`src/design/assert_macros.svh`:
```
// ----------------------------------------------------------------------------
// Assertion macros
// Shared concurrent assertion forms, clocked and reset-qualified.
// ----------------------------------------------------------------------------
`ifndef ASSERT_MACROS_SVH
`define ASSERT_MACROS_SVH

// Same-cycle implication
`define BPC_ASSERT_SAME(lbl, clk, rst_n, ante, cons, msg) \
    lbl: assert property (@(posedge clk) disable iff (!rst_n) (ante) |-> (cons)) \
        else $error(msg);

// Next-cycle implication
`define BPC_ASSERT_NEXT(lbl, clk, rst_n, ante, cons, msg) \
    lbl: assert property (@(posedge clk) disable iff (!rst_n) (ante) |=> (cons)) \
        else $error(msg);

`endif

```
`src/design/bpc_pkg.sv`:
```
// ----------------------------------------------------------------------------
// Bit packer package
// Widths, item kind codes, control structs and CRC byte-update functions.
// ----------------------------------------------------------------------------
package bpc_pkg;

    localparam int FIELD_W            = 64;
    localparam int COUNT_W            = 7;
    localparam int BYTE_W             = 8;
    localparam int BUF_W              = FIELD_W + BYTE_W;
    localparam int MAX_FIELD_BITS_DEF = 64;

    localparam logic [7:0]  CRC8_TAPS  = 8'h07;
    localparam logic [15:0] CRC16_TAPS = 16'h8005;

    localparam logic [1:0] KIND_WRITE = 2'd0;
    localparam logic [1:0] KIND_ALIGN = 2'd1;
    localparam logic [1:0] KIND_CLEAR = 2'd2;

    typedef struct packed {
        logic load;
        logic emit;
    } t_dp_cmd;

    typedef struct packed {
        logic has_byte;
        logic last_byte;
        logic slot_free;
    } t_dp_status;

    function automatic logic [7:0] crc8_byte(input logic [7:0] crc, input logic [7:0] data);
        logic [7:0] c;
        c = crc ^ data;
        for (int i = 0; i < 8; i++) begin
            c = c[7] ? ((c << 1) ^ CRC8_TAPS) : (c << 1);
        end
        return c;
    endfunction

    function automatic logic [15:0] crc16_byte(input logic [15:0] crc,
                                               input logic [7:0] data);
        logic [15:0] c;
        c = crc ^ {data, 8'h00};
        for (int i = 0; i < 8; i++) begin
            c = c[15] ? ((c << 1) ^ CRC16_TAPS) : (c << 1);
        end
        return c;
    endfunction

endpackage

```
`src/design/bit_packer_with_crc8_crc16.sv`:
```
// ----------------------------------------------------------------------------
// MSB-first bit packer with CRC-8 / CRC-16
// Packs fields into bytes and tags each byte with the running CRCs.
// ----------------------------------------------------------------------------
//  channel | direction | handshake          | payload
//  --------+-----------+--------------------+-------------------------------------
//  item    | in        | i_valid / o_stall  | i_kind, i_field_value, i_bit_count
//  byte    | out       | o_valid / i_stall  | o_out_byte, o_crc8_value,
//          |           |                    | o_crc16_value, o_last_of_item
//
// An item is loaded, then each byte it completes (up to eight) is emitted
// in turn; an item that yields no byte still passes through the emit state.
// Without stalls the rate is set by the single byte-wide CRC update per cycle.
// Reset (synchronous, low) clears pending bits and both CRCs.
// A stalled output byte holds its register; the next byte waits behind it.
// ----------------------------------------------------------------------------
`include "assert_macros.svh"

module bit_packer_with_crc8_crc16 #(
    parameter int MAX_FIELD_BITS = bpc_pkg::MAX_FIELD_BITS_DEF
) (
    input  logic        i_clk,
    input  logic        i_rst_n,
    input  logic        i_valid,
    output logic        o_stall,
    input  logic [1:0]  i_kind,
    input  logic [63:0] i_field_value,
    input  logic [6:0]  i_bit_count,
    output logic        o_valid,
    input  logic        i_stall,
    output logic [7:0]  o_out_byte,
    output logic [7:0]  o_crc8_value,
    output logic [15:0] o_crc16_value,
    output logic        o_last_of_item
);
    import bpc_pkg::*;

    t_dp_cmd    cmd;
    t_dp_status status;

    bpc_ctrl u_ctrl (
        .i_clk    (i_clk),
        .i_rst_n  (i_rst_n),
        .i_valid  (i_valid),
        .o_stall  (o_stall),
        .i_status (status),
        .o_cmd    (cmd)
    );

    bpc_datapath #(
        .MAX_FIELD_BITS (MAX_FIELD_BITS)
    ) u_datapath (
        .i_clk          (i_clk),
        .i_rst_n        (i_rst_n),
        .i_kind         (i_kind),
        .i_field_value  (i_field_value),
        .i_bit_count    (i_bit_count),
        .i_cmd          (cmd),
        .o_status       (status),
        .i_stall        (i_stall),
        .o_valid        (o_valid),
        .o_out_byte     (o_out_byte),
        .o_crc8_value   (o_crc8_value),
        .o_crc16_value  (o_crc16_value),
        .o_last_of_item (o_last_of_item)
    );

    `BPC_ASSERT_NEXT(a_busy_after_accept, i_clk, i_rst_n, i_valid && !o_stall, o_stall, "not busy")
    `BPC_ASSERT_SAME(a_idle_no_byte, i_clk, i_rst_n, !o_stall, !status.has_byte, "byte left")
    `BPC_ASSERT_NEXT(a_emit_shows, i_clk, i_rst_n, cmd.emit, o_valid, "byte not shown")

endmodule

```
`src/design/bpc_ctrl.sv`:
```
// ----------------------------------------------------------------------------
// Bit packer controller
// Takes one item at a time, then steps the datapath through its bytes.
// ----------------------------------------------------------------------------
module bpc_ctrl (
    input  logic                i_clk,
    input  logic                i_rst_n,
    input  logic                i_valid,
    output logic                o_stall,
    input  bpc_pkg::t_dp_status i_status,
    output bpc_pkg::t_dp_cmd    o_cmd
);
    import bpc_pkg::*;

    typedef enum logic [1:0] {
        S_IDLE = 2'b01,
        S_EMIT = 2'b10
    } t_state;

    t_state r_state;
    t_state n_state;

    always_comb begin
        n_state    = r_state;
        o_cmd.load = 1'b0;
        o_cmd.emit = 1'b0;
        unique case (r_state)
            S_IDLE: begin
                if (i_valid) begin
                    o_cmd.load = 1'b1;
                    n_state    = S_EMIT;
                end
            end
            S_EMIT: begin
                if (!i_status.has_byte) begin
                    n_state = S_IDLE;
                end else if (i_status.slot_free) begin
                    o_cmd.emit = 1'b1;
                    if (i_status.last_byte) begin
                        n_state = S_IDLE;
                    end
                end
            end
            default: begin
                n_state = S_IDLE;
            end
        endcase
    end

    assign o_stall = (r_state != S_IDLE);

    always_ff @(posedge i_clk) begin
        if (!i_rst_n) begin
            r_state <= S_IDLE;
        end else begin
            r_state <= n_state;
        end
    end

endmodule

```
`src/design/bpc_datapath.sv`:
```
// ----------------------------------------------------------------------------
// Bit packer datapath
// Bit buffer, byte extraction, running CRC-8/CRC-16 and output register.
// ----------------------------------------------------------------------------
module bpc_datapath #(
    parameter int MAX_FIELD_BITS = bpc_pkg::MAX_FIELD_BITS_DEF
) (
    input  logic                 i_clk,
    input  logic                 i_rst_n,
    input  logic [1:0]           i_kind,
    input  logic [63:0]          i_field_value,
    input  logic [6:0]           i_bit_count,
    input  bpc_pkg::t_dp_cmd     i_cmd,
    output bpc_pkg::t_dp_status  o_status,
    input  logic                 i_stall,
    output logic                 o_valid,
    output logic [7:0]           o_out_byte,
    output logic [7:0]           o_crc8_value,
    output logic [15:0]          o_crc16_value,
    output logic                 o_last_of_item
);
    import bpc_pkg::*;

    // buffer holds the stream left-aligned; bits below r_total are zero
    logic [BUF_W-1:0]   r_buf, n_buf;
    logic [COUNT_W-1:0] r_total, n_total;
    logic [7:0]         r_crc8, n_crc8;
    logic [15:0]        r_crc16, n_crc16;
    logic               r_valid;
    logic [7:0]         r_out_byte;
    logic [7:0]         r_out_crc8;
    logic [15:0]        r_out_crc16;
    logic               r_out_last;

    logic [COUNT_W-1:0] nbits;
    logic [FIELD_W-1:0] val_l;
    logic [BUF_W-1:0]   merged;
    logic [7:0]         cur_byte;
    logic [7:0]         crc8_upd;
    logic [15:0]        crc16_upd;

    assign nbits    = (i_bit_count > COUNT_W'(MAX_FIELD_BITS)) ?
                      COUNT_W'(MAX_FIELD_BITS) : i_bit_count;
    assign val_l    = i_field_value << (COUNT_W'(FIELD_W) - nbits);
    assign merged   = r_buf | ({val_l, 8'h00} >> r_total[2:0]);
    assign cur_byte = r_buf[BUF_W-1 -: BYTE_W];
    assign crc8_upd  = crc8_byte(r_crc8, cur_byte);
    assign crc16_upd = crc16_byte(r_crc16, cur_byte);

    always_comb begin
        n_buf   = r_buf;
        n_total = r_total;
        n_crc8  = r_crc8;
        n_crc16 = r_crc16;
        if (i_cmd.load) begin
            unique case (i_kind)
                KIND_WRITE: begin
                    if (nbits != '0) begin
                        n_buf   = merged;
                        n_total = r_total + nbits;
                    end
                end
                KIND_ALIGN: begin
                    if (r_total != '0) begin
                        n_total = COUNT_W'(BYTE_W);
                    end
                end
                KIND_CLEAR: begin
                    n_crc8  = '0;
                    n_crc16 = '0;
                end
                default: begin
                end
            endcase
        end else if (i_cmd.emit) begin
            n_buf   = r_buf << BYTE_W;
            n_total = r_total - COUNT_W'(BYTE_W);
            n_crc8  = crc8_upd;
            n_crc16 = crc16_upd;
        end
    end

    always_ff @(posedge i_clk) begin
        if (!i_rst_n) begin
            r_buf   <= '0;
            r_total <= '0;
            r_crc8  <= '0;
            r_crc16 <= '0;
            r_valid <= 1'b0;
        end else begin
            r_buf   <= n_buf;
            r_total <= n_total;
            r_crc8  <= n_crc8;
            r_crc16 <= n_crc16;
            if (i_cmd.emit) begin
                r_valid <= 1'b1;
            end else if (!i_stall) begin
                r_valid <= 1'b0;
            end
        end
    end

    always_ff @(posedge i_clk) begin
        if (i_cmd.emit) begin
            r_out_byte  <= cur_byte;
            r_out_crc8  <= crc8_upd;
            r_out_crc16 <= crc16_upd;
            r_out_last  <= (r_total < COUNT_W'(2 * BYTE_W));
        end
    end

    assign o_valid            = r_valid;
    assign o_out_byte         = r_out_byte;
    assign o_crc8_value       = r_out_crc8;
    assign o_crc16_value      = r_out_crc16;
    assign o_last_of_item     = r_out_last;
    assign o_status.has_byte  = (r_total >= COUNT_W'(BYTE_W));
    assign o_status.last_byte = (r_total < COUNT_W'(2 * BYTE_W));
    assign o_status.slot_free = !r_valid || !i_stall;

endmodule

```
`config.mk`:
```
export PLATFORM = sky130hd
export DESIGN_NAME = bit_packer_with_crc8_crc16
export DESIGN_NICKNAME = d
export VERILOG_FILES = /design/src/design/bpc_pkg.sv /design/src/design/bit_packer_with_crc8_crc16.sv /design/src/design/bpc_ctrl.sv /design/src/design/bpc_datapath.sv
export VERILOG_INCLUDE_DIRS = /design/src /design/src/design
export SDC_FILE = /design/constraint.sdc
export NUM_CORES = 1
export LEC_CHECK = 0
export ABC_CLOCK_PERIOD_IN_PS = 10500
export BUFFER_PORTS_ARGS = -buffer_cell sky130_fd_sc_hd__clkbuf_2
export CAP_MARGIN = 20
export CORE_UTILIZATION = 55
export CTS_CLUSTER_DIAMETER = 200
export CTS_CLUSTER_SIZE = 14
export DETAILED_ROUTE_END_ITERATION = 10
export HOLD_SLACK_MARGIN = 0.05
export PLACE_DENSITY = 0.74
export SYNTH_ARGS = -nofsm -noshare
export SYNTH_HDL_FRONTEND = slang
export SYNTH_SLANG_ARGS = --single-unit
```
`constraint.sdc`:
```
create_clock -name i_clk -period 10.5 [get_ports i_clk]
set_input_delay 0.525 -clock i_clk [delete_from_list [all_inputs] [get_ports i_clk]]
set_output_delay 0.525 -clock i_clk [all_outputs]
set_load 0.03 [all_outputs]
```
# Yosys cells after proc, flatten, opt, wreduce, memory -nomap -nowiden
# Index checks and enable logic that the tools add are counted.
dict set report totals {
  reg_bits 139
  input_bits 77
  out_inout_bits 35
}
dict set report classes {
  add_sub_neg 3
  order_cmp 3
  n_eq_ne 15
  shift 2
  muxes 44
  n_bitwise 19
  n_reduce_logical 11
}
# operator count
set op_table {}
lappend op_table {{two-way mux 72 bit} 4}
lappend op_table {{two-way mux 16 bit} 11}
lappend op_table {{bitwise OR 72 bit} 1}
lappend op_table {{right shift 72 x 3 -> 72 bit} 1}
lappend op_table {{<< shifter 64 x 7 -> 64 bit} 1}
lappend op_table {{NOT 3 bit} 16}
lappend op_table {{two-way mux 7 bit} 5}
lappend op_table {{two-way mux 3 bit} 8}
lappend op_table {{two-way mux 8 bit} 3}
lappend op_table {{bitwise XOR 16 bit} 1}
lappend op_table {{case mux 7 bit (2 select lines)} 1}
lappend op_table {{nonzero test 7 bit} 2}
lappend op_table {{inequality test 2 x 1 -> 1 bit (second input constant)} 5}
lappend op_table {{two-way mux 2 bit} 4}
lappend op_table {{bitwise XOR 8 bit} 1}
lappend op_table {{adder 7 bit} 1}
lappend op_table {{>= comparator 7 x 4 -> 1 bit (second input constant)} 1}
lappend op_table {{greater-than comparator 7 bit (second input constant)} 1}
lappend op_table {{less-than comparator 7 x 5 -> 1 bit (second input constant)} 1}
lappend op_table {{two-way mux 1 bit} 7}
lappend op_table {{subtractor 7 x 4 -> 7 bit (second input constant)} 1}
lappend op_table {{subtractor 7 bit (first input constant)} 1}
lappend op_table {{inequality test 3 x 2 -> 1 bit (second input constant)} 2}
lappend op_table {{inequality test 3 bit (second input constant)} 2}
lappend op_table {{12 further kinds} 16}

# Depth between registers and ports, before layout
dict set report logic_depth {
  depth_word 19
  depth_mapped 19
  ltp_nobuf 13
}

# By module
# From an unflattened synthesis, not the netlist that was laid out.
dict set report hier_totals {
  hier_cells 1773
  area_unflattened_um2 14513.9
}
# module n_inst cells_each area_per_inst_um2
set modules_own_cells {}
lappend modules_own_cells {bpc_datapath 1 1762 14413.8}
lappend modules_own_cells {bpc_ctrl 1 11 100.1}

# Least setup slack after synthesis
# OpenSTA, ideal clock, no wires.
dict set report synth_path {
  kind {input port to flip-flop}
  start {input i_bit_count[6]}
  end {register u_datapath.r_buf[64]}
  setup_time_ns 0.122
  arrival_ns 4.086
  required_time_ns 10.378
  slack_ns 6.292
  cell_stages 17
  path_buffers 5
  path_cell_list {and2b_1 clkbuf_2 inv_2 buf_2 ha_1 buf_6 buf_4 buf_2 or2_2 nand2_1 mux4_2 a2bb2oi_1 a221oi_1 mux2i_1 a211oi_1 a31oi_1 o311a_1}
}
dict set report synth_via {
  elab_chain_cells 9
  word_cells_on_any_way 12
  cone_classes {add/sub (1); order compare (1); eq/ne (1); shift (2); mux (4); bitwise (1); reduce/logical (2)}
}
# element line
set synth_rtl {}
lappend synth_rtl {{start: declaration} bit_packer_with_crc8_crc16.sv:28} ;# input logic [6:0] i_bit_count,
lappend synth_rtl {{greater-than comparator 7 bit} bpc_datapath.sv:42} ;# assign nbits = (i_bit_count > COUNT_W'(MAX_FIELD_BITS)) ?
lappend synth_rtl {{two-way mux 7 bit *} bpc_datapath.sv:42}
lappend synth_rtl {{subtractor 7 bit} bpc_datapath.sv:44} ;# assign val_l = i_field_value << (COUNT_W'(FIELD_W) - nbits);
lappend synth_rtl {{<< shifter 64 x 7 -> 64 bit} bpc_datapath.sv:44}
lappend synth_rtl {{right shift 72 x 3 -> 72 bit} bpc_datapath.sv:45} ;# assign merged = r_buf | ({val_l, 8'h00} >> r_total[2:0]);
lappend synth_rtl {{bitwise OR 72 bit} bpc_datapath.sv:45}
lappend synth_rtl {{two-way mux 72 bit} bpc_datapath.sv:58} ;# if (nbits != '0) begin
lappend synth_rtl {{two-way mux 72 bit} bpc_datapath.sv:56} ;# unique case (i_kind)
lappend synth_rtl {{two-way mux 72 bit} bpc_datapath.sv:55} ;# if (i_cmd.load) begin
lappend synth_rtl {{end signal: assignment} bpc_datapath.sv:91} ;# r_buf <= n_buf;
lappend synth_rtl {{end: declaration} bpc_datapath.sv:25} ;# logic [BUF_W-1:0] r_buf, n_buf;
# Mark *: on every way between the ends. The rest lies on a longest branch, timed or not. The select of a mux whose other input is x is not followed.
# A chain may end at the register's enable or synchronous reset.

# Worst setup path after layout
# Same ends and word-level chain as after synthesis.

==> run summary <==
Tmin final -> 5920 ps
Final Cycle Share -> 0.563
Total power -> 2.14 mW
Synth top area cells -> dfxtp_1 (15%), mux2i_1 (14%), mux4_2 (7.2%)
Layout cell share with drive strength beyond 1 -> 0.188
GRT Total Usage -> 0.418
Setup_tns -> 0 ps
Longest Clk Path Bufs -> 2
Initial antenna violation count -> 0
Final setup margin -> 4580 ps
CTS Hold Bufs -> 0
Inserted Clock Buffers -> 17
Critical path startpoint -> i_bit_count[6]
Initial Util -> 0.558
Startpoint types -> input pin
Worst path slowest cell -> a221oi_1
Worst Path Required -> 10,810 ps
Post-Synthesis Cells -> 1,640
Clock sinks -> 138
Reg-to-reg endpoint -> u_datapath.r_total[2]
Largest net degree at the start of global routing -> 100
Critical Path End Type -> register
Synth warn -> 0
RSZ-0062 raised after global routing -> false
Post-synth top flop -> dfxtp_1
Status -> completed
Sequential cell area -> 3100 sq um
Core Footprint -> 25,100 sq um
CP endpoint -> u_datapath.r_buf[64]
Clock tree root buffer cell -> clkbuf_16
Synth async-reset ratio -> 0
TritonCTS clock tree -> yes
Routed WL -> 55.1 mm
Setup violators final -> 0
Slew @ Worst Pin -> 1140 ps
Iteration-0 DRC count of the detailed router -> 2,284
WP buf/inv -> 4
# IOs -> 112
Mapped Area -> 14,000 sq um
DIE WIDTH -> 162 microns
Area leader, netlist -> dfxtp_1
Min-delay worst type -> input pin to register
Pleak -> 5.90 nW
Via count -> 14,800
Synth unique cells -> 94
CTS resizes -> 0
Hold Fails Final Rpt -> 0
R2R setup slack -> 6850 ps
Routed Antenna Nets -> 0
Remaining Overflow, GRT -> 0
Reg2Reg Depth -> 11
Vias in the first global route -> 13,700
Die Height -> 162 microns
Post-Syn Nets -> 1,726
DRC -> 0
Routability cong. -> 1.04
Pwr/cell area -> 141 nW/um^2
Syn-to-layout area delta -> 8.53%
Global-route wire length before repair -> 83.4 mm
Pre-antenna DRT Iters -> 9
N_diodes -> 0
Die area -> 26,100 sq um
Setup CP Type -> input pin to register
CP Depth -> 16
Top-area cell type share of the netlist area -> 0.150
Post-CTS Setup Repair Bufs -> 0
Max-slew headroom -> 0.237
Synth Area per Inst -> 8.55 sq um
Worst-Skew Late Latency -> 430 ps
Vias per Instance -> 7.38
Max stage delay on crit path -> 680 ps
Most frequent cells in the layout -> mux2i_1 (190), nor2_1 (125), clkbuf_2 (111)
Multi-input gate area -> 10,200 sq um
#FFs+latches synth -> 138
Max cap viols -> 0
Most common cell after layout, fill and taps aside -> mux2i_1
Max VDD drop -> 0.0000975 V
Worst path top cell family by delay -> compound AO/OA/AOI/OAI gates
Register area share after synthesis -> 0.221
Clock-pin slew on the worst setup and hold paths -> 70 ps
Filler instances -> 2,234
Post-synth EDFFs -> 33
Clock Skews -> 12.6 ps
Dpl ws -> 4430 ps
Per-cell routed wire length -> 27.5 microns
Reg2Reg Launch Point -> u_datapath.r_total[0]
CP Cell Sequence -> clkbuf_2, buf_4, and2b_4, inv_2, ha_4, nor2b_1, nor3_4, buf_4, mux2i_1, mux4_2, a2bb2oi_1, a221oi_1, mux2i_1, a211oi_1, a31oi_1, o311a_1
Crit-path max FO -> 47
Final nets -> 1,746
Fmax -> 169 MHz
Max-slew violations -> 0
Critical Path AT -> 6230 ps
FP Rows -> 58
# port buffers -> 111
H-Tree Depth -> 4
Post-DP HPWL -> 40.6 mm
==> state kept, by name, summed over array words and instances (netlist names) <==
signal and flops:
u_datapath.o_valid 1, u_datapath.o_crc8_value 8, u_datapath.o_crc16_value 16, u_datapath.r_total 7, u_datapath.r_buf 71, u_ctrl.r_state 2, u_datapath.r_crc16 16, u_datapath.r_crc8 8
u_datapath.o_out_byte 8, u_datapath.o_last_of_item 1
==> where the power goes <==
part           internal [mW]  switching [mW]  total (mW)
logic                  0.334           0.588       0.922
clock network          0.324           0.299       0.623
registers              0.574          0.0229       0.597
==> per-stage QoR <==
step / util / area [sq um] / instances / hold slack (ps)
after floorplan: - / 14000 / 1640 / 431
after global placement: 0.581 / 14600 / 1968 / 443
after detailed placement: 0.582 / 14600 / 1970 / 451
after CTS: 0.605 / 15200 / 2002 / 399
after global routing: 0.606 / 15200 / 2003 / 432
final: 0.606 / 15200 / 2003 / 404
==> synth_stat cells, drive strengths merged (6+ instances only) <==
master and count:
o32ai 11, o211a 8, a311oi 6, nor3 59
a22oi 44, o22a 8, mux2i 190, a22o 14
a221o 11, or2 10, o211ai 43, nor2 125
xor2 17, xnor2 32, buf 61, clkbuf 83
a31oi 26, o22ai 21, inv 18, o221ai 18
a211o 8, ha 8, o31ai 6, a2111oi 8
mux2 43, dfxtp 105, a21oi 89, a21o 14
o21bai 8, nor2b 38, o21ai 56, nand2 110
nor4 15, mux4 46, nand3 35, a211oi 30
o311a 15, or3 37, a221oi 12, nand2b 17
o21a 8, and2 11, nor3b 7, edfxtp 33
==> how the worst min path moves through the flow <==
stage,slack (ps),from,cells past startpoint,end
after floorplan,430,u_datapath.r_crc16[2],0,u_datapath.o_crc16_value[10]
after global placement,440,u_datapath.r_crc16[4],0,u_datapath.o_crc16_value[12]
after detailed placement,450,u_datapath.r_crc16[4],0,u_datapath.o_crc16_value[12]
after CTS,400,i_valid,2,u_ctrl.r_state[0]
after global routing,430,i_valid,2,u_ctrl.r_state[0]
final,400,i_valid,2,u_ctrl.r_state[0]
==> logic make-up after synthesis <==
kind of cell / Yosys count / share of synthesized area
compound gates: 513 / 0.267
simple gates: 488 / 0.175
mux: 279 / 0.244
buf+inv: 164 / 0.0542
flops: 138 / 0.221
xor+xnor: 49 / 0.0311
fa+ha+maj: 9 / 0.00857
==> per-layer routing <==
| metal | track usage | share of wire | vias up |
|---|---|---|---|
| li1 | - | - | 6455 |
| met1 | 0.547 | 0.39 | 7053 |
| met2 | 0.659 | 0.45 | 1044 |
| met3 | 0.102 | 0.12 | 220 |
| met4 | 0.173 | 0.047 | 2 |
| met5 | 0.0133 | 0.00082 | - |
==> worst reg2reg max path: stages (launching register included) <==
cell and delay (ps):
dfxtp_1 300, buf_4 280, nor3_1 590, nand2_1 120
nand3_1 150, nand3b_1 140, nand2b_2 250, inv_2 470
o22ai_1 400, or2_2 440, a211o_1 270, a21boi_0 150
==> area by class of cell <==
cell class                      instances  share of cell area
Clock inverter                         15              0.0116
Tap cell                              330              0.0271
Timing Repair Buffer                  145              0.0539
Multi-Input combinational cell       1338               0.671
Clock buffer                           17              0.0280
Sequential cell                       138               0.204
Inverter                               20             0.00493
(Power assumes the default switching activity.)
